### config.mk
export PLATFORM = sky130hd
export DESIGN_NAME = binary_pixel_converter
export DESIGN_NICKNAME = d
export VERILOG_FILES = /design/src/rtl/core/bpc_pkg.sv /design/src/rtl/core/binary_pixel_converter.sv
export SDC_FILE = /design/constraint.sdc
export NUM_CORES = 1
export LEC_CHECK = 0
export BUFFER_PORTS_ARGS = -buffer_cell sky130_fd_sc_hd__clkbuf_2
export CORE_MARGIN = 1.5
export CORE_UTILIZATION = 50
export DETAILED_ROUTE_END_ITERATION = 8
export GPL_TIMING_DRIVEN = 0
export PLACE_DENSITY = 0.66
export SLEW_MARGIN = 15
export SYNTH_ARGS = -nofsm -noshare
export SYNTH_HDL_FRONTEND = slang
export SYNTH_SLANG_ARGS = --single-unit
### constraint.sdc
create_clock -name clk -period 10.92 [get_ports clk]
set_clock_uncertainty 0.15 [all_clocks]
set_input_delay 1.638 -clock clk [delete_from_list [all_inputs] [get_ports clk]]
set_output_delay 1.638 -clock clk [all_outputs]
set_load 0.02 [all_outputs]
### src/rtl/core/bpc_pkg.sv
package bpc_pkg;

	// configuration register indexes
	typedef enum logic [1:0] {
		REG_MODE      = 2'd0,
		REG_ROW_WIDTH = 2'd1,
		REG_MAX_VALUE = 2'd2
	} cfg_reg_t;

	typedef enum logic {
		MODE_COLOUR = 1'b0,
		MODE_BITMAP = 1'b1
	} mode_t;

	// colour channel order within a triplet
	typedef enum logic [1:0] {
		CH_RED   = 2'd0,
		CH_GREEN = 2'd1,
		CH_BLUE  = 2'd2
	} channel_t;

	localparam int SUM_BITS = 18;	// 1000 * 255 fits in 18 bits

	localparam logic [SUM_BITS-1:0] GRAY_R = SUM_BITS'(299);
	localparam logic [SUM_BITS-1:0] GRAY_G = SUM_BITS'(587);
	localparam logic [SUM_BITS-1:0] GRAY_B = SUM_BITS'(114);

	// floor(x / 1000) == (x * RECIP) >> RECIP_SHIFT for every x below 2^18
	localparam int RECIP_BITS  = 19;
	localparam int RECIP_SHIFT = 28;
	localparam logic [RECIP_BITS-1:0] RECIP = RECIP_BITS'(268436);
	localparam int PROD_BITS = SUM_BITS + RECIP_BITS;

	localparam int CFG_BITS = 16;	// widest register: row_width

endpackage

### src/rtl/core/binary_pixel_converter.sv
// Raw image body converter. A stream of 8-bit words enters on the s_ side and
// converted words leave on the m_ side. In colour mode (mode = 0) words are taken
// as red, green and blue in turn and every third word yields one gray word
// (299R + 587G + 114B) / 1000, truncated. In bitmap mode (mode = 1) each word is
// a gray pixel that becomes bit 0 when above (max_value + 1) / 2, else bit 1;
// bits pack MSB first and a word leaves after eight pixels or at the end of a
// row of row_width pixels, a short word padded with ones. Each mode keeps its
// own partial state across mode changes. One word is accepted per clock while
// s_tready is high. A result passes the input register, the sum stage, then the
// reciprocal multiply for the divide by 1000 into the output register, which
// drives m_tdata; s_tready only drops when all three stages hold data and the
// output side is not taking a word. The configuration port must be written
// only while the block is idle; the block itself does not enforce this.
module binary_pixel_converter
	import bpc_pkg::*;
#(
	parameter int COLUMN_BITS = 16
) (
	input  logic                clk,
	input  logic                arst_n,

	// configuration write port
	input  logic                cfg_we,
	input  logic [1:0]          cfg_index,
	input  logic [CFG_BITS-1:0] cfg_data,

	// input stream
	input  logic                s_tvalid,
	output logic                s_tready,
	input  logic [7:0]          s_tdata,	// [7:0] sample

	// output stream
	output logic                m_tvalid,
	input  logic                m_tready,
	output logic [7:0]          m_tdata	// [7:0] out_byte
);

	localparam int RW_BITS = (COLUMN_BITS > CFG_BITS) ? COLUMN_BITS : CFG_BITS;

	// configuration registers
	mode_t                mode_q;
	logic [CFG_BITS-1:0]  row_width_q;
	logic [7:0]           max_value_q;

	// colour state
	channel_t             channel_q;
	logic [7:0]           red_q;
	logic [SUM_BITS-1:0]  partial_q;	// 299R + 587G, held until blue arrives

	// bitmap state
	logic [7:0]           shift_q;
	logic [3:0]           count_q;
	logic [COLUMN_BITS-1:0] column_q;

	// pipeline
	logic                 valid_s1;
	logic [7:0]           sample_s1;
	logic                 valid_s2;
	logic                 gray_s2;	// word still needs the divide
	logic [SUM_BITS-1:0]  sum_s2;
	logic [7:0]           byte_s2;
	logic                 valid_s3;
	logic [7:0]           byte_s3;

	logic en1, en2, en3;

	// per-stage advance: a stage moves when it is empty or the next one moves
	assign en3      = !valid_s3 || m_tready;
	assign en2      = !valid_s2 || en3;
	assign en1      = !valid_s1 || en2;
	assign s_tready = en1;
	assign m_tvalid = valid_s3;
	assign m_tdata  = byte_s3;

	// bitmap datapath
	logic [8:0]             threshold;
	logic                   pix_bit;
	logic [COLUMN_BITS-1:0] next_col;
	logic [RW_BITS-1:0]     rw_wide;
	logic                   row_end;
	logic [7:0]             new_shift;
	logic [3:0]             new_count;
	logic [3:0]             fill;
	logic                   bm_emit;
	logic [7:0]             bm_value;

	always_comb begin
		threshold = (9'(max_value_q) + 9'd1) >> 1;
		pix_bit   = (9'(sample_s1) > threshold) ? 1'b0 : 1'b1;
		next_col  = column_q + COLUMN_BITS'(1);
		rw_wide   = RW_BITS'(row_width_q);
		row_end   = (next_col == rw_wide[COLUMN_BITS-1:0]);
		new_shift = {shift_q[6:0], pix_bit};
		new_count = count_q + 4'd1;
		fill      = 4'd8 - new_count;
		bm_emit   = row_end || (new_count >= 4'd8);
		// pad a short word with ones below the collected bits
		bm_value  = (new_shift << fill) | ~(8'hFF << fill);
	end

	// colour datapath
	logic [SUM_BITS-1:0] green_sum;
	logic [SUM_BITS-1:0] full_sum;
	logic [PROD_BITS-1:0] product;

	assign green_sum = SUM_BITS'(red_q) * GRAY_R + SUM_BITS'(sample_s1) * GRAY_G;
	assign full_sum  = partial_q + SUM_BITS'(sample_s1) * GRAY_B;
	assign product   = PROD_BITS'(sum_s2) * PROD_BITS'(RECIP);

	// configuration
	always_ff @(posedge clk or negedge arst_n) begin
		if (!arst_n) begin
			mode_q      <= MODE_COLOUR;
			row_width_q <= CFG_BITS'(1);
			max_value_q <= 8'd255;
		end else if (cfg_we) begin
			case (cfg_index)
				REG_MODE:      mode_q      <= mode_t'(cfg_data[0]);
				REG_ROW_WIDTH: row_width_q <= cfg_data;
				REG_MAX_VALUE: max_value_q <= cfg_data[7:0];
				default: ;
			endcase
		end
	end

	// stage 1: input register
	always_ff @(posedge clk or negedge arst_n) begin
		if (!arst_n) begin
			valid_s1 <= 1'b0;
		end else if (en1) begin
			valid_s1 <= s_tvalid;
		end
	end

	always_ff @(posedge clk) begin
		if (en1 && s_tvalid) begin
			sample_s1 <= s_tdata;
		end
	end

	// conversion state and stage 2
	always_ff @(posedge clk or negedge arst_n) begin
		if (!arst_n) begin
			channel_q <= CH_RED;
			red_q     <= 8'd0;
			partial_q <= '0;
			shift_q   <= 8'd0;
			count_q   <= 4'd0;
			column_q  <= '0;
			valid_s2  <= 1'b0;
			gray_s2   <= 1'b0;
			sum_s2    <= '0;
			byte_s2   <= 8'd0;
		end else if (en2) begin
			valid_s2 <= 1'b0;
			if (valid_s1) begin
				if (mode_q == MODE_COLOUR) begin
					case (channel_q)
						CH_RED: begin
							red_q     <= sample_s1;
							channel_q <= CH_GREEN;
						end
						CH_GREEN: begin
							partial_q <= green_sum;
							channel_q <= CH_BLUE;
						end
						default: begin
							sum_s2    <= full_sum;
							gray_s2   <= 1'b1;
							valid_s2  <= 1'b1;
							channel_q <= CH_RED;
						end
					endcase
				end else begin
					column_q <= next_col;
					if (bm_emit) begin
						byte_s2  <= bm_value;
						gray_s2  <= 1'b0;
						valid_s2 <= 1'b1;
						shift_q  <= 8'd0;
						count_q  <= 4'd0;
						if (row_end) begin
							column_q <= '0;
						end
					end else begin
						shift_q <= new_shift;
						count_q <= new_count;
					end
				end
			end
		end
	end

	// stage 3: divide by 1000 through the reciprocal, output register
	always_ff @(posedge clk or negedge arst_n) begin
		if (!arst_n) begin
			valid_s3 <= 1'b0;
		end else if (en3) begin
			valid_s3 <= valid_s2;
		end
	end

	always_ff @(posedge clk) begin
		if (en3 && valid_s2) begin
			byte_s3 <= gray_s2 ? product[RECIP_SHIFT+7:RECIP_SHIFT] : byte_s2;
		end
	end

	// checks
	a_channel_legal: assert property (@(posedge clk) disable iff (!arst_n)
		channel_q != 2'd3)
		else $error("colour channel index out of range");

	a_count_below_byte: assert property (@(posedge clk) disable iff (!arst_n)
		count_q < 4'd8)
		else $error("full bitmap word left unflushed");

	a_ready_when_empty: assert property (@(posedge clk) disable iff (!arst_n)
		!valid_s1 |-> s_tready)
		else $error("input stalled with empty input register");

	a_s1_held: assert property (@(posedge clk) disable iff (!arst_n)
		valid_s1 && !en2 |=> valid_s1 && $stable(sample_s1))
		else $error("stalled input word lost");

endmodule

==> impl_metrics.env, run 1 <==
export IMPL_dr_pass1_iters=6
export IMPL_cp_endpoint="m_tdata[6]"
export IMPL_ys_types=66
export IMPL_htree_levels=4
export IMPL_syn_nets=1785
export IMPL_outcome="finished, final reports clean"
export IMPL_wl_mm=27.9
export IMPL_ctsResizeCount=0
export IMPL_critPathRequiredTime_ns=10.93
export IMPL_slew_limit_headroom_pct=52.3
export IMPL_postRouteAntennaNets=0
export IMPL_synth_edff_count=16
export IMPL_avgRoutedWirePerCell_um=15.6
export IMPL_synth_area_leaders="ha_1 25%, dfrtp_1 18%, fa_1 15%"
export IMPL_grt_max_degree=70
export IMPL_timing_final_ws_setup_ns=4.66
export IMPL_synth_seq_cells=126
export IMPL_rr_endpoint="m_tdata[6]"
export IMPL_timing_fmax_ghz=0.160
export IMPL_clkLatencyLatePin_ns=0.43
export IMPL_crit_start="sum_s2[7]"
export IMPL_hold_viol_final=0
export IMPL_fin_setup_tns_ns=0
export IMPL_synth_async_reset_ratio_pct=87.3
export IMPL_rsz0062_at_grt="no"
export IMPL_hpwl_mm=22.2
export IMPL_postSynthAreaPerCell_um2=10.0
export IMPL_fin_crit_sh_pct=57.3
export IMPL_arrival_ns=6.27
export IMPL_slew_violations=0
export IMPL_cts_max_path_buffers=2
export IMPL_dp_slack_ns=4.69
export IMPL_drc=0
export IMPL_ys_warn_count=0
export IMPL_num_antenna_cells=0
export IMPL_antenna_found_initial=0
export IMPL_routabilityCongestion=0.841
export IMPL_holdBufCountCts=0
export IMPL_grt_pass1_vias=9958
export IMPL_syn_instance_count=1372
export IMPL_placed_cell_area_um2=14400
export IMPL_cp_end_kind="flop"
export IMPL_vias_per_cell=5.41
export IMPL_grt_overflow=0
export IMPL_core_region_area_um2=27000
export IMPL_clkTransAtPathRegs_ns=0.07
export IMPL_cts_tree="yes"
export IMPL_final_cell_area_um2=15000
export IMPL_post_cts_buffers=0
export IMPL_dieArea_um2=28400
export IMPL_synth_flop_cell="dfrtp_1"
export IMPL_die_y_um=169
export IMPL_ioPinCount=41
export IMPL_start_kind="flop"
export IMPL_rows=60
export IMPL_reg2regPathDepth=19
export IMPL_cts_sinks=126
export IMPL_worst_pin_slew_ns=0.716
export IMPL_numCtsBuffers=17
export IMPL_grt_pass1_wl_mm=47.9
export IMPL_vias=9666
export IMPL_area_delta_synth_final_pct=9.12
export IMPL_drive_gt1_share_pct=9.55
export IMPL_synth_top_area_share_pct=25.2
export IMPL_synth_largest_area_cell="ha_1"
export IMPL_finalSetupViolCount=0
export IMPL_holdCritPathClass="flop to flop"
export IMPL_portBuffers=40
export IMPL_drt_iter0_markers=494
export IMPL_netlist_area_um2=13700
export IMPL_r2r_start="sum_s2[7]"
export IMPL_nets=1845
export IMPL_critPathKind="flop to flop"
export IMPL_start_util_pct=50.9
export IMPL_reg2reg_slack_ns=4.66
export IMPL_die_x_um=169
export IMPL_grtUsageTotal_pct=21.2
export IMPL_ys_seq_area_share_pct=23.7
export IMPL_layout_min_cycle_time_ns=6.26
export IMPL_clock_root_buffer="clkbuf_16"
export IMPL_maxCapViolations=0
export IMPL_crit_path_max_fanout=7
export IMPL_fillers=2383
-- metrics by stage --
| stage | util (%) | hold slack, ns | std cells |
|---|---|---|---|
| final | 55.5 | 0.335 | 1786 |
| after global routing | 55.5 | 0.356 | 1786 |
| after CTS | 55.5 | 0.338 | 1786 |
| after detailed placement | 53.3 | 0.322 | 1754 |
| after global placement | 53.2 | 0.314 | 1753 |
| after floorplan | - | 0.283 | 1372 |
-- worst min path at each step --
stage                     to  slack, ns  cells after the start           from
2_1_floorplan      sum_s2[0]       0.28                      2   partial_q[0]
3_3_place_gp      byte_s2[3]       0.31                      1     byte_s2[3]
3_5_place_dp      byte_s2[3]       0.32                      1     byte_s2[3]
4_1_cts           byte_s2[3]       0.34                      1     byte_s2[3]
5_1_grt           byte_s2[5]       0.36                      1     byte_s2[5]
6_report       partial_q[11]       0.33                      2  partial_q[11]
-- logic make-up (layout without fill, tap and decap cells) --
kind of cell | Yosys count | after routing | synth area share [%]
flops | 126 | 126 | 23.7
buf+inv | 264 | 337 | 7.28
xor+xnor | 64 | 64 | 4.09
mux | 50 | 50 | 4.43
fa+ha+maj | 382 | 382 | 40.7
simple gates | 259 | 259 | 9.17
compound gates | 227 | 227 | 10.7
-- cells in the mapped netlist, types with 6 or more instances --
cell / n
a211o_1: 6
o211ai_1: 7
nor3_1: 17
o31ai_1: 15
nand2b_1: 10
a211oi_1: 8
xor2_1: 28
fa_1: 106
xnor2_1: 36
a22o_1: 8
nand4_1: 8
nand3_1: 26
a21o_1: 26
and2_1: 8
dfrtp_1: 101
clkbuf_1: 17
edfxtp_1: 16
nor2b_1: 6
inv_1: 238
or3_1: 7
nand2_1: 100
ha_1: 276
a21oi_1: 43
mux2_2: 38
dfstp_2: 9
a2bb2oi_1: 6
o21bai_1: 6
mux2_1: 8
and3_1: 8
or4_1: 6
nor2_1: 43
o21ai_0: 67
-- sequential cells by signal, indices dropped and copies added, names as in the netlist, 16 cells and up --
signal	flops
column_q	16
row_width_q	16
partial_q	18
sum_s2	18
-- area by class of cell --
type / count / area, um^2 / area share [%]
timing repair buffer: 41 / 236 / 1.58
clock inverter: 14 / 159 / 1.06
sequential: 126 / 3240 / 21.7
multi-input combinational: 982 / 9470 / 63.3
inverter: 238 / 893 / 5.97
buffer: 26 / 105 / 0.702
tap: 341 / 427 / 2.85
clock buffer: 18 / 429 / 2.87
-- cells in the final DEF, fill, tap and decap left out, types with 7 or more instances in the layout --
cell	instances
a21oi_1	43
and3_1	8
edfxtp_1	16
nand4_1	8
nand2b_1	10
a211oi_1	8
o31ai_1	15
mux2_1	8
ha_1	276
nand3_1	26
xnor2_1	36
mux2_2	38
o21ai_0	67
or3_1	7
o211ai_1	7
clkbuf_1	18
nor3_1	17
a21o_1	26
dfrtp_1	101
dfstp_2	9
clkbuf_16	17
nand2_1	100
nor2_1	43
xor2_1	28
clkbuf_2	40
and2_1	8
inv_1	238
a22o_1	8
fa_1	106
-- layer usage --
| layer | global-route usage (%) | vias to the layer above | share of wire (%) |
|---|---|---|---|
| li1 | - | 4793 | - |
| met1 | 27.6 | 4709 | 47 |
| met2 | 37.0 | 117 | 49 |
| met3 | 2.41 | 47 | 2.0 |
| met4 | 6.37 | 0 | 2.1 |
| met5 | 0 | - | 0 |
-- critical path, stage by stage, from the launching register on --
cell and delay (ns):
dfrtp_1 0.59, ha_1 0.32, ha_1 0.23, fa_1 0.54, inv_1 0.05, fa_1 0.51, inv_1 0.07, fa_1 0.53
inv_1 0.05, fa_1 0.54, inv_1 0.05, ha_1 0.32, a211oi_1 0.27, o21bai_1 0.14, o31ai_1 0.21, o21ai_0 0.19
o41ai_1 0.54, o21bai_1 0.19, a2111oi_0 0.45, a211oi_1 0.08
Power of run 1 is not shown: default switching activity piles up to over one toggle a cycle in this logic, so the estimate is an artifact.
==> run 2, diff against run 1 <==
--- a/config.mk
+++ b/config.mk
@@ -5,6 +5,7 @@
 export SDC_FILE = /design/constraint.sdc
 export NUM_CORES = 1
 export LEC_CHECK = 0
+export ABC_AREA = 1
 export BUFFER_PORTS_ARGS = -buffer_cell sky130_fd_sc_hd__clkbuf_2
 export CORE_MARGIN = 1.5
 export CORE_UTILIZATION = 50
==> constraint.sdc (replaced) <==
create_clock -name clk -period 5.98 [get_ports clk]
set_clock_uncertainty 0.15 [all_clocks]
set_input_delay 0.897 -clock clk [delete_from_list [all_inputs] [get_ports clk]]
set_output_delay 0.897 -clock clk [all_outputs]
set_load 0.02 [all_outputs]
==> run 2 against run 1 <==
Register-to-register slack worse by 4.4 ns. Critical path depth stayed put. Count of clock-buffer cells in the layout grew 1. Cell count grew 22%. First-iteration DRC count up 46%. Design area is 5.5% higher. Critical endpoint is now partial_q[15].
==> impl_metrics.env, run 2 <==
export IMPL_postRouteAntennaNets=0
export IMPL_avgRoutedWirePerCell_um=14.9
export IMPL_dpl_cell_count=2146
export IMPL_slew_limit_headroom_pct=44.0
export IMPL_dieArea_um2=29800
export IMPL_drt_iter0_markers=720
export IMPL_arrival_ns=5.89
export IMPL_maxCapViolations=0
export IMPL_wl_mm=32.5
export IMPL_syn_nets=2140
export IMPL_slew_violations=0
export IMPL_netlist_area_um2=14400
export IMPL_reg2regPathDepth=19
export IMPL_area_delta_synth_final_pct=9.71
export IMPL_die_y_um=173
export IMPL_dr_pass1_iters=6
export IMPL_cts_max_path_buffers=2
export IMPL_synth_most_common_cell="nand2_1"
export IMPL_synth_top_area_share_pct=24.0
export IMPL_grt_pass1_wl_mm=55.6
export IMPL_cpMostUsedCell="fa_1"
export IMPL_synthTopCellsByCount="349 x nand2_1, 332 x inv_1, 276 x ha_1, 109 x o21ai_0, 106 x fa_1"
export IMPL_drive_gt1_share_pct=6.97
export IMPL_synth_flop_cell="dfrtp_1"
export IMPL_synth_largest_area_cell="ha_1"
export IMPL_cts_sinks=126
export IMPL_final_cells=2187
export IMPL_reg2reg_slack_ns=0.26
export IMPL_portBuffers=40
export IMPL_synth_area_leaders="ha_1 24%, dfrtp_1 18%, fa_1 15%"
export IMPL_start_util_pct=51.3
export IMPL_die_x_um=173
export IMPL_crit_path_max_fanout=9
export IMPL_holdCritPathClass="input pin to asynchronous set/reset pin"
export IMPL_rows=61
export IMPL_routabilityCongestion=0.876
export IMPL_fin_crit_sh_pct=95.7
export IMPL_holdBufCountCts=0
export IMPL_worst_pin_slew_ns=0.840
export IMPL_slowest_stage="edfxtp_1"
export IMPL_vias=11200
export IMPL_core_region_area_um2=28100
export IMPL_final_cell_mix="349 x nand2_1, 332 x inv_1, 276 x ha_1, 109 x o21ai_0, 106 x fa_1"
export IMPL_synth_async_reset_ratio_pct=87.3
export IMPL_antenna_found_initial=0
export IMPL_layout_min_cycle_time_ns=5.72
export IMPL_grtUsageTotal_pct=22.9
export IMPL_path_cells="inv_1 > ha_1 > inv_1 > fa_1 > inv_1 > fa_1 > inv_1 > fa_1 > fa_1 > fa_1 > ha_1 > a21oi_1 > o21ai_0 > nand2_1 > nand3_1 > a31o_2 > or2_2 > nand3_1 > nand2_1"
export IMPL_cts_tree="yes"
export IMPL_grt_max_degree=59
export IMPL_start_kind="flop"
export IMPL_synth_seq_cells=126
export IMPL_synth_edff_count=16
export IMPL_grt_pass1_vias=11500
export IMPL_numCtsBuffers=17
export IMPL_num_antenna_cells=0
export IMPL_critPathRequiredTime_ns=6.15
export IMPL_ctsResizeCount=0
export IMPL_drc=0
export IMPL_max_stage_delay_ns=0.68
export IMPL_ys_warn_count=0
export IMPL_nets=2209
export IMPL_final_common_cell="nand2_1"
export IMPL_clock_root_buffer="clkbuf_16"
export IMPL_grt_overflow=0
export IMPL_top_regs="partial_q (18), sum_s2 (18)"
export IMPL_cp_end_kind="flop"
export IMPL_ys_types=48
export IMPL_outcome="finished, final reports clean"
export IMPL_vias_per_cell=5.14
export IMPL_post_cts_buffers=0
export IMPL_ioPinCount=41
export IMPL_timing_fmax_ghz=0.175
export IMPL_clkLatencyLatePin_ns=0.43
export IMPL_hpwl_mm=26.1
export IMPL_hold_viol_final=0
export IMPL_syn_instance_count=1727
export IMPL_ys_seq_area_share_pct=22.5
export IMPL_critPathKind="flop to flop"
export IMPL_clkTransAtPathRegs_ns=0.07
export IMPL_postSynthAreaPerCell_um2=8.34
export IMPL_htree_levels=4
export IMPL_finalSetupViolCount=0
==> run 2: changes by cell type after synthesis, sizes merged, moves of 44 or more <==
cell | previous run | this run
nand3 | 26 | 86
nor2 | 43 | 93
o21ai | 68 | 113
nand2 | 100 | 358
mux2 | 46 | 2
inv | 238 | 333
==> run 2: area by class of cell <==
type                            count  area, um^2
Clock buffer                       19         443
Clock inverter                     13         178
Buffer                             21         101
Inverter                          333        1250
Tap cell                          378         473
Timing Repair Buffer               50         304
Multi-Input combinational cell   1247        9800
Sequential cell                   126        3240
Fill cell                        2663       12300
==> run 2: cells by family after synthesis <==
| group | share of synthesized area (%) |
|---|---|
| adder cells (fa/ha/maj) | 38.7 |
| multiplexers | 0.156 |
| XOR/XNOR | 2.61 |
| flip-flops | 22.5 |
| AO/OA/AOI/OAI | 9.20 |
| buffers and inverters | 9.39 |
| AND/OR/NAND/NOR | 17.4 |
==> run 2: final timing paths <==
kind / endpoint / start
hold / removal: gray_s2 / arst_n
min in group clk: m_tvalid / valid_s2
hold reg to reg: m_tvalid / valid_s2
setup / recovery: partial_q[15] / sample_s1[6]
max in group asynchronous: max_value_q[0] / arst_n
setup reg to reg: partial_q[15] / sample_s1[6]
==> run 2: worst max-delay path: cells and delay by family (launching register included) <==
kind / cells / cell delay [ns]
fa+ha+maj: 7 / 3.14
flops: 1 / 0.68
simple gates: 5 / 0.64
compound gates: 3 / 0.56
buf+inv: 4 / 0.43
==> run 2: metal layers <==
layer,part of all wire [%],up-vias,track usage (%)
met5,0,-,0
met4,1.9,0,6.12
met3,2.8,48,2.64
met2,47,196,38.6
met1,49,5266,31.3
li1,-,5724,-
==> run 2: stage by stage <==
step / TNS [ns] / cell area (um^2) / hold WS [ns] / worst slack (ns) / utilization (%)
after floorplan: 0 / 14400 / 0.283 / 0.852 / -
after global placement: 0 / 15100 / 0.292 / 0.267 / 53.7
after detailed placement: 0 / 15100 / 0.310 / 0.190 / 53.8
after CTS: 0 / 15700 / 0.299 / 0.161 / 56.0
after global routing: -0.000566 / 15800 / 0.317 / -0.000566 / 56.2
final: 0 / 15800 / 0.285 / 0.260 / 56.2
Power of run 2 is left out for the same reason.
==> run 3, diff against run 2 <==
--- a/config.mk
+++ b/config.mk
@@ -6,12 +6,12 @@
 export NUM_CORES = 1
 export LEC_CHECK = 0
 export ABC_AREA = 1
-export BUFFER_PORTS_ARGS = -buffer_cell sky130_fd_sc_hd__clkbuf_2
+export CAP_MARGIN = 15
 export CORE_MARGIN = 1.5
 export CORE_UTILIZATION = 50
 export DETAILED_ROUTE_END_ITERATION = 8
+export DONT_BUFFER_PORTS = 1
 export GPL_TIMING_DRIVEN = 0
-export PLACE_DENSITY = 0.66
 export SLEW_MARGIN = 15
 export SYNTH_ARGS = -nofsm -noshare
 export SYNTH_HDL_FRONTEND = slang
==> run 3 against run 2 <==
Global-route usage shrank 0.63 points. Register-to-register slack gained 0.13 ns. Sequential cell count is the same. Non-clock buffer count shrank 44. Design area shrank 1.6%. Maximum frequency grew 2.4%. Core utilization shrank 0.90 points. Count of clock-buffer cells in the layout is the same. First-iteration DRC count shrank 26%.
==> impl_metrics.env, run 3 (synthesis results as in run 2) <==
export IMPL_final_common_cell="nand2_1"
export IMPL_clkTransAtPathRegs_ns=0.06
export IMPL_start_util_pct=51.3
export IMPL_nets=2165
export IMPL_crit_path_max_fanout=9
export IMPL_cpMostUsedCell="nand2_1"
export IMPL_die_y_um=173
export IMPL_numCtsBuffers=17
export IMPL_fin_hold_ws_ns=0.0322
export IMPL_grt_pass1_wl_mm=53.8
export IMPL_fin_crit_sh_pct=93.4
export IMPL_critPathRequiredTime_ns=6.19
export IMPL_dpl_cell_count=2105
export IMPL_finalSetupViolCount=0
export IMPL_grt_max_degree=111
export IMPL_path_cells="inv_1 > fa_1 > inv_1 > fa_1 > ha_1 > inv_1 > fa_1 > o21ai_0 > a21oi_1 > o21ai_0 > nand2_1 > nand2_1 > a21oi_1 > xor2_1 > ha_1 > nand2_1 > nor2_1 > a221oi_1 > nand2_1 > nand2_1 > nand3_1 > nand2_1"
export IMPL_final_cell_mix="349 x nand2_1, 332 x inv_1, 276 x ha_1, 109 x o21ai_0, 106 x fa_1"
export IMPL_drt_iter0_markers=534
export IMPL_num_antenna_cells=0
export IMPL_postRouteAntennaNets=0
export IMPL_die_x_um=173
export IMPL_grt_pass1_vias=10800
export IMPL_timing_fmax_ghz=0.179
export IMPL_cts_tree="yes"
export IMPL_clock_root_buffer="clkbuf_16"
export IMPL_critPathKind="flop to flop"
export IMPL_wl_mm=32.0
export IMPL_core_region_area_um2=28100
export IMPL_hold_viol_final=0
export IMPL_drc=0
export IMPL_slew_limit_headroom_pct=43.8
export IMPL_routabilityCongestion=0.880
export IMPL_drive_gt1_share_pct=4.65
export IMPL_cp_end_kind="flop"
export IMPL_clkLatencyLatePin_ns=0.42
export IMPL_max_stage_delay_ns=0.73
export IMPL_outcome="finished, final reports clean"
export IMPL_portBuffers=0
export IMPL_final_cells=2143
export IMPL_arrival_ns=5.79
export IMPL_top_regs="partial_q (18), sum_s2 (18)"
export IMPL_ioPinCount=41
export IMPL_maxCapViolations=0
export IMPL_slew_violations=0
export IMPL_rsz0062_at_grt="no"
export IMPL_worst_pin_slew_ns=0.843
export IMPL_holdCritPathClass="input pin to asynchronous set/reset pin"
export IMPL_start_kind="flop"
export IMPL_avgRoutedWirePerCell_um=14.9
export IMPL_htree_levels=4
export IMPL_dr_pass1_iters=7
export IMPL_cts_sinks=126
export IMPL_area_delta_synth_final_pct=7.95
export IMPL_dieArea_um2=29800
export IMPL_vias_per_cell=5.12
export IMPL_grtUsageTotal_pct=22.3
export IMPL_hpwl_mm=26.0
export IMPL_rows=61
export IMPL_grt_overflow=0
export IMPL_antenna_found_initial=0
export IMPL_slowest_stage="edfxtp_1"
export IMPL_cts_max_path_buffers=2
export IMPL_vias=11000
export IMPL_fin_setup_tns_ns=0
export IMPL_layout_min_cycle_time_ns=5.59
run 3: final timing paths:
kind	from	endpoint	slack (ns)	cells after the start
max reg2reg	sample_s1[2]	sum_s2[15]	0.39	22
max in group asynchronous	arst_n	max_value_q[6]	5.35	0
max	sample_s1[2]	sum_s2[15]	0.39	22
min in group clk	valid_s2	m_tvalid	0.31	2
min	arst_n	partial_q[17]	0.03	0
min reg2reg	valid_s2	m_tvalid	0.31	2
run 3: worst max-delay path, delay by kind of cell, from the launching register on:
kind	cells	cell delay (ns)
DFF	1	0.73
adders and majority gates	5	2.16
xor gates and xnor gates	1	0.32
buffers and inverters	3	0.34
AOI/OAI and AO/OA	5	1.06
and+or+nand+nor	8	0.75
run 3: cell type report:
class | instances | area (um^2)
repair buffers | 6 | 45.0
clock inverters | 13 | 173
multi-input cells | 1247 | 9800
inverters | 333 | 1250
plain buffers | 21 | 101
well taps | 378 | 473
clock buffers | 19 | 454
flip-flops and latches | 126 | 3240
fillers | 2708 | 12500
run 3: through the flow:
stage	worst slack [ns]	area, um^2	utilization, %
6_report	0.395	15500	55.3
5_1_grt	0.0229	15500	55.3
4_1_cts	0.177	15500	55.2
3_5_place_dp	0.209	14900	52.9
3_3_place_gp	0.259	14900	52.9
2_1_floorplan	0.852	14400	-
run 3: what timing repair did:
item                       in CTS  in global routing
buffers inserted                0                  6
setup endpoints to repair       0                  3
hold buffers                    0                  0
resized for setup               0                  0
run 3: routing by layer:
metal	up-vias	wire length, um	GRT usage, %	share of wire, %
met4	0	358	4.78	1.1
li1	5633	-	-	-
met1	5171	15400	29.8	48
met5	-	0	0	0
met2	145	15400	38.8	48
met3	28	821	2.62	2.6
Power of run 3 is left out for the same reason.
